## config.mk

```make
export PLATFORM = sky130hd
export DESIGN_NAME = stun_attribute_parser_flat
export DESIGN_NICKNAME = d
export VERILOG_FILES = /design/src/stap_pkg.sv /design/src/stap_if.sv /design/src/stap_core.sv /design/src/stun_attribute_parser.sv /design/src/flat_wrapper.sv
export VERILOG_INCLUDE_DIRS = /design/src /design/src/src
export SDC_FILE = /design/constraint.sdc
export NUM_CORES = 1
export LEC_CHECK = 0
export BUFFER_PORTS_ARGS = -buffer_cell sky130_fd_sc_hd__clkbuf_2
export CAP_MARGIN = 20
export CORE_AREA = 2 2 175 177
export DETAILED_ROUTE_END_ITERATION = 10
export DIE_AREA = 0 0 177 179
export GPL_TIMING_DRIVEN = 0
export HOLD_SLACK_MARGIN = 0.08
export PLACE_DENSITY_LB_ADDON = 0.25
export SLEW_MARGIN = 0
export SYNTH_ARGS = -nofsm -noshare
export SYNTH_HDL_FRONTEND = slang
export SYNTH_SLANG_ARGS = --single-unit
```

## constraint.sdc

```tcl
create_clock -name clk -period 8.25 [get_ports clk]
set_clock_uncertainty 0.1 [all_clocks]
set_input_delay 0.825 -clock clk [delete_from_list [all_inputs] [get_ports clk]]
set_output_delay 0.825 -clock clk [all_outputs]
set_load 0.01 [all_outputs]
```

## src/stun_attribute_parser_defines.svh

```systemverilog
// Assertion macros for the STUN attribute parser.
// Included by the top level; no other dependencies.
`ifndef STUN_ATTRIBUTE_PARSER_DEFINES_SVH
`define STUN_ATTRIBUTE_PARSER_DEFINES_SVH

// Same-cycle implication, disabled during reset.
`define STAP_ASSERT_IMPLIES(label, clk, rst_n, ante, cons, msg) \
    label: assert property (@(posedge clk) disable iff (!rst_n) (ante) |-> (cons)) \
        else $error(msg);

// Next-cycle implication, disabled during reset.
`define STAP_ASSERT_NEXT(label, clk, rst_n, ante, cons, msg) \
    label: assert property (@(posedge clk) disable iff (!rst_n) (ante) |=> (cons)) \
        else $error(msg);

`endif

```

## src/stap_pkg.sv

```systemverilog
// Types, attribute codes and helpers shared by the STUN attribute parser.
// No dependencies.
`timescale 1ns / 1ps

package stap_pkg;

    typedef enum logic [1:0] {
        PH_HEADER = 2'd0,
        PH_VALUE  = 2'd1,
        PH_PAD    = 2'd2,
        PH_HALT   = 2'd3
    } phase_t;

    typedef enum logic [3:0] {
        KIND_DONE        = 4'd0,
        KIND_MAPPED      = 4'd1,
        KIND_XOR_MAPPED  = 4'd2,
        KIND_ALT_SERVER  = 4'd3,
        KIND_ERROR_CODE  = 4'd4,
        KIND_UNKNOWN     = 4'd5,
        KIND_TEXT        = 4'd6,
        KIND_INTEGRITY   = 4'd7,
        KIND_FINGERPRINT = 4'd8,
        KIND_LEN_ERR     = 4'd9
    } kind_t;

    localparam logic [15:0] T_MAPPED      = 16'h0001;
    localparam logic [15:0] T_USERNAME    = 16'h0006;
    localparam logic [15:0] T_INTEGRITY   = 16'h0008;
    localparam logic [15:0] T_ERROR       = 16'h0009;
    localparam logic [15:0] T_UNKNOWN     = 16'h000A;
    localparam logic [15:0] T_REALM       = 16'h0014;
    localparam logic [15:0] T_NONCE       = 16'h0015;
    localparam logic [15:0] T_XOR_MAPPED  = 16'h0020;
    localparam logic [15:0] T_SOFTWARE    = 16'h8022;
    localparam logic [15:0] T_ALT_SERVER  = 16'h8023;
    localparam logic [15:0] T_FINGERPRINT = 16'h8028;

    localparam logic [31:0] MAGIC_COOKIE       = 32'h2112A442;
    localparam logic [15:0] INTEGRITY_BYTES    = 16'd20;
    localparam logic [9:0]  TEXT_LIMIT_DEFAULT = 10'd763;
    localparam logic [15:0] FAMILY_IPV4        = 16'h0001;

    typedef struct packed {
        logic [15:0] attr_type;
        kind_t       item_kind;
        logic [15:0] port;
        logic [31:0] address;
        logic [31:0] value;
        logic        attr_done;
        logic [16:0] consumed_length;
    } result_t;

    typedef struct packed {
        logic    emit;
        result_t res;
    } step_out_t;

    function automatic logic is_text(input logic [15:0] t);
        is_text = (t == T_REALM) || (t == T_NONCE) || (t == T_SOFTWARE);
    endfunction

    function automatic logic [1:0] pad_of(input logic [15:0] len);
        pad_of = 2'(3'd4 - {1'b0, len[1:0]});
    endfunction

endpackage

```

## src/stap_if.sv

```systemverilog
// Valid/ready channel interfaces for the STUN attribute parser.
// No dependencies.
`timescale 1ns / 1ps

interface stap_in_if;
    logic       valid;
    logic       ready;
    logic [7:0] data_byte;
    logic       restart;

    modport source (output valid, output data_byte, output restart, input ready);
    modport sink (input valid, input data_byte, input restart, output ready);
endinterface

interface stap_out_if;
    logic        valid;
    logic        ready;
    logic [15:0] attr_type;
    logic [3:0]  item_kind;
    logic [15:0] port;
    logic [31:0] address;
    logic [31:0] value;
    logic        attr_done;
    logic [16:0] consumed_length;

    modport source (output valid, output attr_type, output item_kind, output port,
                    output address, output value, output attr_done,
                    output consumed_length, input ready);
    modport sink (input valid, input attr_type, input item_kind, input port,
                  input address, input value, input attr_done,
                  input consumed_length, output ready);
endinterface

```

## src/stap_core.sv

```systemverilog
// Parser state machine and per-byte attribute decode.
// Depends on stap_pkg.
`timescale 1ns / 1ps

module stap_core #(
    parameter int MAX_UNKNOWN_TYPES = 8
) (
    input  logic                clk,
    input  logic                rst_n,
    input  logic                step,
    input  logic [7:0]          data_byte,
    input  logic                restart,
    input  logic [9:0]          text_length_limit,
    output stap_pkg::step_out_t step_out
);

    localparam int CntW = $clog2(MAX_UNKNOWN_TYPES + 1);

    stap_pkg::phase_t phase_reg, phase_next;
    logic [16:0] byte_position_reg, byte_position_next;
    logic [15:0] current_type_reg, current_type_next;
    logic [15:0] current_length_reg, current_length_next;
    logic [31:0] field_shift_reg, field_shift_next;
    logic [15:0] held_port_reg, held_port_next;
    logic        family_ok_reg, family_ok_next;
    logic [CntW-1:0] unknown_count_reg, unknown_count_next;

    always_ff @(posedge clk or negedge rst_n)
    begin
        if (!rst_n)
        begin
            phase_reg          <= stap_pkg::PH_HEADER;
            byte_position_reg  <= '0;
            current_type_reg   <= '0;
            current_length_reg <= '0;
            field_shift_reg    <= '0;
            held_port_reg      <= '0;
            family_ok_reg      <= 1'b0;
            unknown_count_reg  <= '0;
        end
        else
        begin
            phase_reg          <= phase_next;
            byte_position_reg  <= byte_position_next;
            current_type_reg   <= current_type_next;
            current_length_reg <= current_length_next;
            field_shift_reg    <= field_shift_next;
            held_port_reg      <= held_port_next;
            family_ok_reg      <= family_ok_next;
            unknown_count_reg  <= unknown_count_next;
        end
    end

    stap_pkg::phase_t ph;
    logic [16:0] bp;
    logic [16:0] bp_inc;
    logic [16:0] v;
    logic [16:0] total;
    logic [31:0] fs_new;
    logic [9:0]  err_code;
    logic        over_long;

    always_comb
    begin
        phase_next          = phase_reg;
        byte_position_next  = byte_position_reg;
        current_type_next   = current_type_reg;
        current_length_next = current_length_reg;
        field_shift_next    = field_shift_reg;
        held_port_next      = held_port_reg;
        family_ok_next      = family_ok_reg;
        unknown_count_next  = unknown_count_reg;

        ph       = restart ? stap_pkg::PH_HEADER : phase_reg;
        bp       = restart ? 17'd0 : byte_position_reg;
        fs_new   = {field_shift_reg[23:0], data_byte};
        bp_inc   = bp + 17'd1;
        v        = bp - 17'd4;
        total    = 17'd4 + {1'b0, current_length_reg}
                   + {15'd0, stap_pkg::pad_of(current_length_reg)};
        err_code = 10'({7'd0, fs_new[10:8]} * 10'd100) + {2'd0, fs_new[7:0]};
        over_long = ((current_type_reg == stap_pkg::T_INTEGRITY)
                        && (fs_new[15:0] > stap_pkg::INTEGRITY_BYTES))
                    || (stap_pkg::is_text(current_type_reg)
                        && (fs_new[15:0] > {6'd0, text_length_limit}));

        step_out                     = '0;
        step_out.res.attr_type       = current_type_reg;
        step_out.res.item_kind       = stap_pkg::KIND_DONE;

        if (step && (ph != stap_pkg::PH_HALT))
        begin
            phase_next         = ph;
            byte_position_next = bp;
            field_shift_next   = fs_new;
            if (ph == stap_pkg::PH_HEADER)
            begin
                if (bp == 17'd1)
                    current_type_next = fs_new[15:0];
                if (bp < 17'd3)
                    byte_position_next = bp_inc;
                else
                begin
                    current_length_next = fs_new[15:0];
                    if (over_long)
                    begin
                        phase_next             = stap_pkg::PH_HALT;
                        byte_position_next     = '0;
                        step_out.emit          = 1'b1;
                        step_out.res.item_kind = stap_pkg::KIND_LEN_ERR;
                    end
                    else if (fs_new[15:0] == 16'd0)
                    begin
                        byte_position_next           = '0;
                        step_out.emit                = 1'b1;
                        step_out.res.attr_done       = 1'b1;
                        step_out.res.consumed_length = 17'd4;
                    end
                    else
                    begin
                        phase_next         = stap_pkg::PH_VALUE;
                        byte_position_next = 17'd4;
                        field_shift_next   = '0;
                        family_ok_next     = 1'b0;
                        if (current_type_reg == stap_pkg::T_UNKNOWN)
                            unknown_count_next = '0;
                    end
                end
            end
            else
            begin
                if (ph == stap_pkg::PH_VALUE)
                begin
                    unique case (current_type_reg)
                        stap_pkg::T_MAPPED, stap_pkg::T_XOR_MAPPED, stap_pkg::T_ALT_SERVER:
                        begin
                            if (v == 17'd1)
                                family_ok_next = (fs_new[15:0] == stap_pkg::FAMILY_IPV4);
                            else if (v == 17'd3)
                                held_port_next = fs_new[15:0];
                            else if ((v == 17'd7) && family_ok_reg)
                            begin
                                step_out.emit        = 1'b1;
                                step_out.res.port    = held_port_reg;
                                step_out.res.address = fs_new;
                                if (current_type_reg == stap_pkg::T_MAPPED)
                                    step_out.res.item_kind = stap_pkg::KIND_MAPPED;
                                else if (current_type_reg == stap_pkg::T_XOR_MAPPED)
                                begin
                                    step_out.res.item_kind = stap_pkg::KIND_XOR_MAPPED;
                                    step_out.res.port    = held_port_reg
                                                           ^ stap_pkg::MAGIC_COOKIE[31:16];
                                    step_out.res.address = fs_new ^ stap_pkg::MAGIC_COOKIE;
                                end
                                else
                                    step_out.res.item_kind = stap_pkg::KIND_ALT_SERVER;
                            end
                        end
                        stap_pkg::T_ERROR:
                        begin
                            if (v == 17'd3)
                            begin
                                step_out.emit          = 1'b1;
                                step_out.res.item_kind = stap_pkg::KIND_ERROR_CODE;
                                step_out.res.value     = {22'd0, err_code};
                            end
                            else if (v > 17'd3)
                            begin
                                step_out.emit          = 1'b1;
                                step_out.res.item_kind = stap_pkg::KIND_TEXT;
                                step_out.res.value     = {24'd0, data_byte};
                            end
                        end
                        stap_pkg::T_UNKNOWN:
                        begin
                            if (v[0] && (unknown_count_reg < CntW'(MAX_UNKNOWN_TYPES)))
                            begin
                                step_out.emit          = 1'b1;
                                step_out.res.item_kind = stap_pkg::KIND_UNKNOWN;
                                step_out.res.value     = {16'd0, fs_new[15:0]};
                                unknown_count_next     = unknown_count_reg + CntW'(1);
                            end
                        end
                        stap_pkg::T_USERNAME, stap_pkg::T_REALM, stap_pkg::T_NONCE,
                        stap_pkg::T_SOFTWARE:
                        begin
                            step_out.emit          = 1'b1;
                            step_out.res.item_kind = stap_pkg::KIND_TEXT;
                            step_out.res.value     = {24'd0, data_byte};
                        end
                        stap_pkg::T_INTEGRITY:
                        begin
                            step_out.emit          = 1'b1;
                            step_out.res.item_kind = stap_pkg::KIND_INTEGRITY;
                            step_out.res.value     = {24'd0, data_byte};
                        end
                        stap_pkg::T_FINGERPRINT:
                        begin
                            if (v == 17'd3)
                            begin
                                step_out.emit          = 1'b1;
                                step_out.res.item_kind = stap_pkg::KIND_FINGERPRINT;
                                step_out.res.value     = fs_new;
                            end
                        end
                        default:
                        begin
                        end
                    endcase
                    if ((v + 17'd1) >= {1'b0, current_length_reg})
                        phase_next = stap_pkg::PH_PAD;
                end
                byte_position_next = bp_inc;
                if (bp_inc >= total)
                begin
                    phase_next                   = stap_pkg::PH_HEADER;
                    byte_position_next           = '0;
                    step_out.emit                = 1'b1;
                    step_out.res.attr_done       = 1'b1;
                    step_out.res.consumed_length = total;
                end
            end
        end
    end

endmodule

```

## src/stun_attribute_parser.sv

```systemverilog
// A registered result shows in the cycle after the transfer of the byte that causes it.
// Throughput: one byte per cycle while the output is not stalled; the parser state
// updates in a single pass per byte and a one-entry result register decouples the
// output side. Reset: parser returns to the header phase with all state cleared,
// output empty, text_length_limit set to 763.
// Top level of the STUN attribute parser; depends on stap_pkg, stap_if, stap_core.
`timescale 1ns / 1ps
`include "stun_attribute_parser_defines.svh"

module stun_attribute_parser #(
    parameter int MAX_UNKNOWN_TYPES = 8
) (
    input  logic        clk,
    input  logic        rst_n,
    input  logic        cfg_write_en,
    input  logic [9:0]  cfg_write_data,
    stap_in_if.sink     in_ch,
    stap_out_if.source  out_ch
);

    logic [9:0] text_length_limit_reg;
    logic       out_valid_reg, out_valid_next;
    stap_pkg::result_t out_data_reg, out_data_next;
    stap_pkg::step_out_t step_out;
    logic in_transfer;

    always_ff @(posedge clk or negedge rst_n)
    begin
        if (!rst_n)
            text_length_limit_reg <= stap_pkg::TEXT_LIMIT_DEFAULT;
        else if (cfg_write_en)
            text_length_limit_reg <= cfg_write_data;
    end

    assign in_ch.ready = !out_valid_reg || out_ch.ready;
    assign in_transfer = in_ch.valid && in_ch.ready;

    stap_core #(
        .MAX_UNKNOWN_TYPES (MAX_UNKNOWN_TYPES)
    ) u_core (
        .clk               (clk),
        .rst_n             (rst_n),
        .step              (in_transfer),
        .data_byte         (in_ch.data_byte),
        .restart           (in_ch.restart),
        .text_length_limit (text_length_limit_reg),
        .step_out          (step_out)
    );

    always_comb
    begin
        out_valid_next = out_valid_reg;
        out_data_next  = out_data_reg;
        if (out_valid_reg && out_ch.ready)
            out_valid_next = 1'b0;
        if (in_transfer && step_out.emit)
        begin
            out_valid_next = 1'b1;
            out_data_next  = step_out.res;
        end
    end

    always_ff @(posedge clk or negedge rst_n)
    begin
        if (!rst_n)
            out_valid_reg <= 1'b0;
        else
            out_valid_reg <= out_valid_next;
    end

    always_ff @(posedge clk)
    begin
        out_data_reg <= out_data_next;
    end

    assign out_ch.valid           = out_valid_reg;
    assign out_ch.attr_type       = out_data_reg.attr_type;
    assign out_ch.item_kind       = out_data_reg.item_kind;
    assign out_ch.port            = out_data_reg.port;
    assign out_ch.address         = out_data_reg.address;
    assign out_ch.value           = out_data_reg.value;
    assign out_ch.attr_done       = out_data_reg.attr_done;
    assign out_ch.consumed_length = out_data_reg.consumed_length;

    `STAP_ASSERT_NEXT(a_result_loaded, clk, rst_n, in_transfer && step_out.emit, out_valid_reg, "result of a transfer was not registered")
    `STAP_ASSERT_IMPLIES(a_len_err_not_done, clk, rst_n, out_valid_reg && (out_data_reg.item_kind == stap_pkg::KIND_LEN_ERR), !out_data_reg.attr_done, "length error marked as attribute end")
    `STAP_ASSERT_IMPLIES(a_consumed_aligned, clk, rst_n, out_valid_reg && out_data_reg.attr_done, (out_data_reg.consumed_length[1:0] == 2'd0) && (out_data_reg.consumed_length >= 17'd4), "consumed length not a padded attribute size")
    `STAP_ASSERT_IMPLIES(a_consumed_idle, clk, rst_n, out_valid_reg && !out_data_reg.attr_done, out_data_reg.consumed_length == 17'd0, "consumed length set without attribute end")

endmodule

```

## src/flat_wrapper.sv

```systemverilog
// flat-port wrapper written by rule: the top's interface ports become plain ports
module stun_attribute_parser_flat 
#(
    parameter int MAX_UNKNOWN_TYPES = 8
)
  (clk, rst_n, cfg_write_en, cfg_write_data, in_ch_valid, in_ch_data_byte, in_ch_restart, in_ch_ready, out_ch_valid, out_ch_attr_type, out_ch_item_kind, out_ch_port, out_ch_address, out_ch_value, out_ch_attr_done, out_ch_consumed_length, out_ch_ready);
  stap_in_if in_ch_i ();
  stap_out_if out_ch_i ();
  input  logic clk;
  input  logic rst_n;
  input  logic cfg_write_en;
  input  logic [9:0] cfg_write_data;
  input wire logic [$bits(in_ch_i.valid)-1:0] in_ch_valid;
  input wire logic [$bits(in_ch_i.data_byte)-1:0] in_ch_data_byte;
  input wire logic [$bits(in_ch_i.restart)-1:0] in_ch_restart;
  output wire logic [$bits(in_ch_i.ready)-1:0] in_ch_ready;
  output wire logic [$bits(out_ch_i.valid)-1:0] out_ch_valid;
  output wire logic [$bits(out_ch_i.attr_type)-1:0] out_ch_attr_type;
  output wire logic [$bits(out_ch_i.item_kind)-1:0] out_ch_item_kind;
  output wire logic [$bits(out_ch_i.port)-1:0] out_ch_port;
  output wire logic [$bits(out_ch_i.address)-1:0] out_ch_address;
  output wire logic [$bits(out_ch_i.value)-1:0] out_ch_value;
  output wire logic [$bits(out_ch_i.attr_done)-1:0] out_ch_attr_done;
  output wire logic [$bits(out_ch_i.consumed_length)-1:0] out_ch_consumed_length;
  input wire logic [$bits(out_ch_i.ready)-1:0] out_ch_ready;
  assign in_ch_i.valid = in_ch_valid;
  assign in_ch_i.data_byte = in_ch_data_byte;
  assign in_ch_i.restart = in_ch_restart;
  assign in_ch_ready = in_ch_i.ready;
  assign out_ch_valid = out_ch_i.valid;
  assign out_ch_attr_type = out_ch_i.attr_type;
  assign out_ch_item_kind = out_ch_i.item_kind;
  assign out_ch_port = out_ch_i.port;
  assign out_ch_address = out_ch_i.address;
  assign out_ch_value = out_ch_i.value;
  assign out_ch_attr_done = out_ch_i.attr_done;
  assign out_ch_consumed_length = out_ch_i.consumed_length;
  assign out_ch_i.ready = out_ch_ready;
  stun_attribute_parser #(.MAX_UNKNOWN_TYPES(MAX_UNKNOWN_TYPES)) u_core (.clk(clk), .rst_n(rst_n), .cfg_write_en(cfg_write_en), .cfg_write_data(cfg_write_data), .in_ch(in_ch_i), .out_ch(out_ch_i));
endmodule
```

Yosys cells after proc, flatten, opt, wreduce, memory -nomap -nowiden
Index checks and enable logic that the tools add are counted.
- flip-flop bits (word level): 225
- output and inout bits: 120
- add/subtract/negate cells: 8
- multiply operators: 1
- $lt $le $gt $ge: 7
- equality and inequality tests: 21
- multiplexer cells: 77
- bitwise logic cells: 9
- reductions and logical operators: 32
- operators with widths (cell ; number):
    $pmux 32 s4 ; 1
    $mux 52 ; 2
    $mux 24 ; 4
    $mux 46 ; 2
    $mux 18 ; 5
    $mux 84 ; 1
    $mux 17 ; 4
    $mux 50 ; 1
    $eq 16x16->1 const B ; 3
    $eq 16x4->1 const B ; 3
    $mux 4 ; 12
    $mux 48 ; 1
    $add 17x1->17 const B ; 2
    $eq 17x1->1 const B ; 2
    $eq 16x1->1 const B ; 2
    $eq 16x5->1 const B ; 2
    $mux 32 ; 1
    $mux 1 ; 24
    $pmux 4 s6 ; 1
    $mux 2 ; 9
    $add 17x2->17 ; 1
    $add 3x16->17 const A ; 1
    $eq 17x2->1 const B ; 1
    $eq 17x3->1 const B ; 1
    other kinds (38) ; 69

Logic depth before layout (Yosys ltp)
Gate-level depths: netlist of run 1.
- depth in word-level cells: 14
- gate-level depth with buffers: 21

Hierarchy
A second synthesis of run 1 with hierarchy kept.
- cells, all modules: 1097
- area total of the unflattened synthesis: 12014.0 um^2
- by module, submodules not included (module ; times used ; cells each ; area each (um^2) ; seq. area each (um^2)):
    stap_core ; 1 ; 952 ; 7997.7 ; 2402.3
    stun_attribute_parser ; 1 ; 145 ; 4016.4 ; 3828.7

Least setup slack after synthesis of run 1
Ideal clock, no wire load.
- path type: in2reg
- from: input port in_ch_restart
- to: register u_core.out_data_reg, in the netlist u_core.out_ch.address[0], enable pin
- library setup time: 1039 ps
- arrival: 6209 ps
- data required time: 7111 ps
- setup slack: 902 ps
- cell stages on the path: 20
- path buffers: 3
- cell sequence: clkbuf_1 inv_1 clkbuf_1 nand2_1 inv_1 ha_1 buf_1 and4_1 nand3_1 nor2_1 xnor2_1 nor2_1 ha_1 a21o_1 a21o_1 a211oi_1 nand2_1 nand3_1 a21boi_0 nand2_1
- cells in the longest elaborated chain, start to end: 13
- elaborated cells between the ends (all ways): 30
- classes of those cells: add/sub: 2; order compare: 3; eq/ne: 5; mux: 15; reduce/logical: 5
- ends and longest elaborated chain (element ; line ; text):
    start, declared ; flat_wrapper.sv:15 ; input wire logic [$bits(in_ch_i.restart)-1:0] in_ch_restart;
    branches (longest 11 deep; another with $sub 17x3->17) ; n/a ;
    $mux 1 * ; stap_core.sv:91 ; if (step && (ph != stap_pkg::PH_HALT))
    $logic_and 1x1->1 * ; stun_attribute_parser.sv:56 ; if (in_transfer && step_out.emit)
    end signal, assigned ; stun_attribute_parser.sv:73 ; out_data_reg <= out_data_next;
    end, declared ; stun_attribute_parser.sv:23 ; stap_pkg::result_t out_data_reg, out_data_next;
Every way passes the cells marked *.
A chain may end at the register's enable or synchronous reset.

Final worst setup path of run 1
- from: input port in_ch_restart
- to: register u_core.out_data_reg, in the netlist u_core.out_ch.consumed_length[10], enable pin
Same word-level chain as after synthesis.

==> impl_metrics.tcl, run 1 <==
set metrics [dict create \
    syn2layout_area_growth_pct 17.8 \
    synth_top_area_share_pct 29.7 \
    via_per_inst 5.38 \
    synth_area_sq_mm 0.0118 \
    cp_max_fo 54 \
    yosys_warnings 0 \
    antenna_found_initial 0 \
    syn_avg_cell_area_sq_um 11.0 \
    crit_path_start_kind "input pin" \
    worst_pin_slew_ns 0.802 \
    drive_gt1_share_pct 19.4 \
    wl_per_cell_microns 19.5 \
    final_antenna_net_count 0 \
    p_seq_share_pct 41.6 \
    finalInstanceArea_sq_mm 0.0139 \
    drv_cap 0 \
    clkPwrFrac_pct 30.8 \
    synth_xor_area_share_pct 4.67 \
    cts_htree_levels 1 \
    setup_viol 0 \
    core_sq_mm 0.0300 \
    post-synth-top-count-cell "edfxtp_1" \
    min-delay-start "u_core.u_core.current_type_reg[1]" \
    cp.arrival_ns 6.79 \
    path_cells "clkbuf_2 > clkbuf_1 > inv_1 > clkbuf_1 > nand2_1 > inv_1 > ha_1 > buf_1 > and4_1 > nand3_1 > nor2_1 > xnor2_1 > nor2_1 > ha_1 > a21o_1 > a21o_1 > a211oi_1 > nand2_1 > nand3_1 > a21boi_0 > nand2_4 > buf_16 > buf_12" \
    rows 64 \
    synth_ff_type "edfxtp_1" \
    hold_depth 0 \
    max_clock_freq_mhz 151 \
    period_share_pct 80.2 \
    finalCriticalPeriod_ns 6.62 \
    yosys.area_share.simple_pct 16.7 \
    wl_microns 32400 \
    cts_sinks 224 \
    r2r_end "u_core.out_ch.consumed_length[10]" \
    fill_cells 2784 \
    p_per_area_mw_per_mm2 253 \
    place_congestion 0.933 \
    criticalPathCategory "in -> reg" \
    die-width_microns 177 \
    numCtsBuffers 25 \
    io_buffers 141 \
    drt_iter0_drc 719 \
    peakVddDrop_mv 0.141 \
    synthAdderAreaFrac_pct 6.73 \
    grt_pass1_vias 8607 \
    synthTopCellsByCount "edfxtp_1 (117), dfrtp_1 (99), nor2_1 (84)" \
    p_int_mw 2.32 \
    seq_area_sq_mm 0.00620 \
    ys_seq_elements 224 \
    fin_nets 1331 \
    dr.pass1.iters 5 \
    grt.total_usage_pct 20.5 \
    clk_latency_ns 0.54 \
    min_to "u_core.out_ch.attr_type[1]" \
    cp.required_ns 8.42 \
    synth-edff-count 117 \
    ctsResizeCount 0 \
    synth_compound_area_share_pct 12.4 \
    multi_input_area_sq_mm 0.00522 \
    fp.dieH_microns 179 \
    critPathSlowestCell "clkbuf_1" \
    maxSlewViolCount 0 \
    synth_top_family_by_area "simple AND/OR/NAND/NOR gates" \
    clock_path_buffers 3 \
    synth-seq-area-share_pct 52.4 \
    critical_path_buf_inv_count 8 \
    place_area_sq_mm 0.0131 \
    grt_pass1_wl_microns 49900 \
    status "finished clean" \
    place.detailed.hpwl_microns 23300 \
    root_buffer "clkbuf_16" \
    setup_ws_ns 1.63 \
    slew_headroom_pct 45.7 \
    power.switching_mw 1.20 \
    yosysUniqueCellTypes 80 \
    via_count 8925 \
    async_flop_share_pct 47.8 \
    cpPeakStageDelay_ns 0.49 \
    clk_pin_slew_ns 0.06 \
    die_area_sq_mm 0.0317 \
    power.leakage_nw 6.14 \
    end_kind "flop" \
    io_pins 144 \
    grt_start_max_net_pins 107 \
    grt_overflow 0 \
    drc 0 \
    post-place-ws_ns 1.11 \
    critical-path-top-delay-family "buffers and inverters" \
    rrSetupSlack_ns 2.45 \
    ff2ff_path_depth 19 \
    synthCells 1072 \
    swShare_pct 34.0 \
    synth_area_leader_cell "edfxtp_1" \
    hold_path_class "reg -> reg" \
    final_hold_viol_count 0 \
    rsz0062_at_grt "no" \
    r2r_start "u_core.u_core.byte_position_reg[0]" \
    antennaDiodeCount 0 \
    start_util_pct 39.4 \
    tns_ns 0 \
    synth_fp_nets 1159 \
    synth.area.top_cells "edfxtp_1 (30%), dfrtp_1 (21%), ha_1 (6.6%)" \
    comb_power_share_pct 27.6 \
    holdWs_ns 0.367 \
    cts_tree "done" \
    synthMuxAreaShare_pct 3.58 \
]
-- per-stage QoR --
stage	cells	utilization [%]	total power [mW]
final	1659	46.4	3.52
after global routing	1659	46.4	3.72
after CTS	1659	46.4	3.53
after detailed placement	1612	43.7	2.44
after global placement	1609	43.4	2.42
after floorplan	1072	-	2.13
-- power by group through the flow --
stage                     registers (mW)  logic (mW)  clock network, mW
after global routing                1.48        1.09               1.15
after CTS                           1.46       0.966               1.10
final                               1.46       0.971               1.08
after global placement              1.48       0.941                  0
after detailed placement            1.48       0.958                  0
after floorplan                     1.43       0.706                  0
-- how the worst max path moves through the flow --
stage	from	end	slack [ns]	cells past startpoint
floorplan	in_ch_restart	u_core.out_ch.address[0]	0.90	20
global placement	in_ch_restart	u_core.out_ch.value[30]	-1.85	21
detailed placement	in_ch_restart	u_core.out_ch.value[23]	1.11	23
CTS	in_ch_restart	u_core.out_ch.consumed_length[9]	1.66	23
global route	in_ch_restart	u_core.out_ch.consumed_length[10]	1.19	23
finish	in_ch_restart	u_core.out_ch.consumed_length[10]	1.63	23
-- logic make-up (layout without fill, tap and decap cells) --
logic type / after synthesis / count (layout)
AO/OA/AOI/OAI: 209 / 209
XOR/XNOR: 63 / 63
adder cells (fa/ha/maj): 63 / 63
buffers and inverters: 103 / 294
flip-flops: 224 / 224
multiplexers: 38 / 38
other: 1 / 1
AND/OR/NAND/NOR: 371 / 371
-- worst register-to-register path, delay by kind of cell (launching register included) --
| family | cells | cell delay (ns) |
|---|---|---|
| fa+ha+maj | 2 | 0.58 |
| xor+xnor | 1 | 0.14 |
| simple gates | 8 | 1.97 |
| buf+inv | 4 | 1.10 |
| flops | 1 | 0.44 |
| compound gates | 4 | 1.20 |
-- cells in the final DEF (no fill, tap or decap), drive strengths merged, types with 30 or more instances in the layout --
cell type    n
a22o        38
clkbuf     221
and2        30
inv         49
ha          62
edfxtp     117
and3        40
a21oi       36
nand2       78
xnor2       41
mux2        34
o21ai       52
dfrtp       99
nor2        86
-- what timing repair did --
item / in CTS / in global routing
endpoints found under the hold margin: 1 / 0
buffers inserted: 0 / 0
hold buffers: 1 / 0
setup endpoints to repair: 0 / 0
-- layout make-up --
cell class / instances / share of cell area [%]
plain buffers: 57 / 1.74
well taps: 396 / 3.56
flip-flops and latches: 224 / 44.5
inverters: 46 / 1.24
repair buffers: 145 / 5.74
clock buffers: 32 / 4.83
multi-input cells: 745 / 37.5
clock inverters: 14 / 0.908
-- metal layers --
metal / routed length (microns) / vias to the layer above / track usage, %
li1: - / 4269 / -
met1: 15200 / 4318 / 29.3
met2: 14700 / 287 / 32.9
met3: 1630 / 51 / 2.61
met4: 827 / 0 / 5.34
met5: 0 / - / 0
Note: power is estimated with default switching activity, not from simulation.
==> run 2: changes to the inputs <==
==> constraint.sdc (replaced) <==
create_clock -name clk -period 6.4 [get_ports clk]
set_clock_uncertainty 0.1 [all_clocks]
set_input_delay 0.64 -clock clk [delete_from_list [all_inputs] [get_ports clk]]
set_output_delay 0.64 -clock clk [all_outputs]
set_load 0.01 [all_outputs]
==> run 2 against run 1 <==
Compared with the run above:
- combinational power up 30%
- highest routed layer unchanged
- critical path depth down 2
- largest power group unchanged
- largest cell class unchanged
- first-iteration DRC count down 6.3%
- sequential cell count unchanged
==> impl_metrics.tcl, run 2 (same netlist as run 1, synthesis figures left out) <==
set metrics [dict create \
    io_buffers 141 \
    status "finished clean" \
    critical-path-top-delay-family "simple AND/OR/NAND/NOR gates" \
    die_area_sq_mm 0.0317 \
    core_sq_mm 0.0300 \
    worst_pin_slew_ns 0.871 \
    grt.total_usage_pct 21.0 \
    finalInstanceArea_sq_mm 0.0140 \
    io_pins 144 \
    hold_path_class "in -> reg" \
    criticalPathCategory "in -> reg" \
    fin_nets 1329 \
    slew_headroom_pct 41.0 \
    finalCriticalPeriod_ns 6.00 \
    post-place-ws_ns -0.908 \
    grt_pass1_vias 8680 \
    antenna_found_initial 1 \
    rsz0062_at_grt "no" \
    placed_cells_incl_taps 1610 \
    grt_pass1_wl_microns 50700 \
    cts_tree "done" \
    maxSlewViolCount 0 \
    critical_path_buf_inv_count 6 \
    cts_htree_levels 1 \
    setup_ws_ns 0.401 \
    p_per_area_mw_per_mm2 332 \
    via_per_inst 5.47 \
    syn2layout_area_growth_pct 18.1 \
    final_common_cell "clkbuf_2" \
    period_share_pct 93.7 \
    final_antenna_net_count 0 \
    dr.pass1.iters 5 \
    power.leakage_nw 6.16 \
    end_kind "flop" \
    drc 0 \
    die-width_microns 177 \
    cp.arrival_ns 6.05 \
    cts_sinks 224 \
    place_area_sq_mm 0.0131 \
    critPathSlowestCell "a211oi_1" \
    rows 64 \
    max_clock_freq_mhz 167 \
    wl_microns 33200 \
    numCtsBuffers 24 \
    final_hold_viol_count 0 \
    post-cts-setup-buffer-count 0 \
    holdWs_ns 0.200 \
    fill_cells 2861 \
    wl_per_cell_microns 20.0 \
    peakVddDrop_mv 0.198 \
    start_util_pct 39.4 \
    drt_iter0_drc 674 \
    crit_path_start_kind "input pin" \
    cp.required_ns 6.45 \
    layoutNonFillerInstCount 1656 \
    clock_path_buffers 3 \
    tns_ns 0 \
    drv_cap 0 \
    via_count 9061 \
    setup_viol 0 \
    root_buffer "clkbuf_16" \
    final_cell_mix "clkbuf_2 (141), edfxtp_1 (117), dfrtp_1 (99)" \
    path_cells "clkbuf_2 > clkbuf_1 > inv_1 > clkbuf_2 > nand2_1 > inv_1 > ha_1 > buf_1 > and4_1 > nand3_1 > nor2_1 > xnor2_1 > nor2_1 > ha_1 > a21o_1 > a21o_1 > a211oi_1 > nand2_1 > nand3_1 > a21boi_4 > nand2_8" \
    cpPeakStageDelay_ns 0.49 \
    cp_max_fo 59 \
    grt_start_max_net_pins 61 \
    clk_latency_ns 0.54 \
    clk_pin_slew_ns 0.06 \
    fp.dieH_microns 179 \
    drive_gt1_share_pct 19.4 \
    antennaDiodeCount 0 \
    grt_overflow 0 \
    place.detailed.hpwl_microns 23700 \
    place_congestion 0.896 \
]
==> run 2: per-stage QoR <==
step | total power, mW | utilization (%)
4_1_cts | 4.65 | 46.5
5_1_grt | 4.90 | 46.5
2_1_floorplan | 2.75 | -
6_report | 4.64 | 46.5
3_3_place_gp | 3.12 | 43.4
3_5_place_dp | 3.15 | 43.6
==> run 2: power breakdown <==
part | switching (mW) | internal (mW) | total (mW)
clock network | 0.592 | 0.894 | 1.49
logic | 0.752 | 0.508 | 1.26
registers | 0.199 | 1.69 | 1.89
total | 1.54 | 3.09 | 4.64
==> run 2: layer usage <==
layer / track usage [%] / wire [microns]
met5: 0 / 0
met2: 33.2 / 15100
met1: 29.6 / 15100
met4: 7.44 / 974
met3: 2.91 / 2000
==> run 2: final cells by class <==
type                            instances  area, sq um  share of cell area (%)
Clock buffer                           28          616                    4.41
Sequential cell                       224         6200                    44.4
Clock inverter                         16          225                    1.61
Tap cell                              396          495                    3.55
Buffer                                 57          244                    1.75
Timing Repair Buffer                  143          752                    5.39
Multi-Input combinational cell        746         5260                    37.6
Inverter                               46          173                    1.24
==> run 2: timing repair <==
item                       4_1_cts  5_1_grt
hold endpoints to repair        39        0
cloned                           1        0
resized for setup                3        3
hold buffers                     1        0
pin swaps                        1        0
setup endpoints to repair      117      128
==> run 2: worst paths after layout <==
check / start / to / slack [ns] / depth (start not counted)
max in group asynchronous: rst_n / u_core.u_core.held_port_reg[2] / 5.04 / 3
min in group asynchronous: rst_n / u_core.u_core.byte_position_reg[6] / 0.52 / 2
worst max register to register: u_core.u_core.byte_position_reg[0] / u_core.out_ch.value[27] / 0.80 / 17
worst max-delay path: in_ch_restart / u_core.out_ch.value[27] / 0.40 / 21
worst min-delay path: cfg_write_data[9] / u_core.text_length_limit_reg[9] / 0.20 / 3
worst min register to register: u_core.u_core.current_type_reg[9] / u_core.out_ch.attr_type[9] / 0.36 / 0
==> run 2: worst register-to-register path, stage by stage, from the launching register on <==
cell and delay, ns:
dfrtp_1 0.45, nand2_1 0.18, inv_1 0.15, ha_1 0.27, buf_1 0.43, and4_1 0.39
nand3_1 0.17, nor2_1 0.24, xnor2_1 0.14, nor2_1 0.07, ha_1 0.32, a21o_1 0.18
a21o_1 0.18, a211oi_1 0.49, nand2_1 0.18, nand3_1 0.43, a21boi_4 0.48, nand2_8 0.32
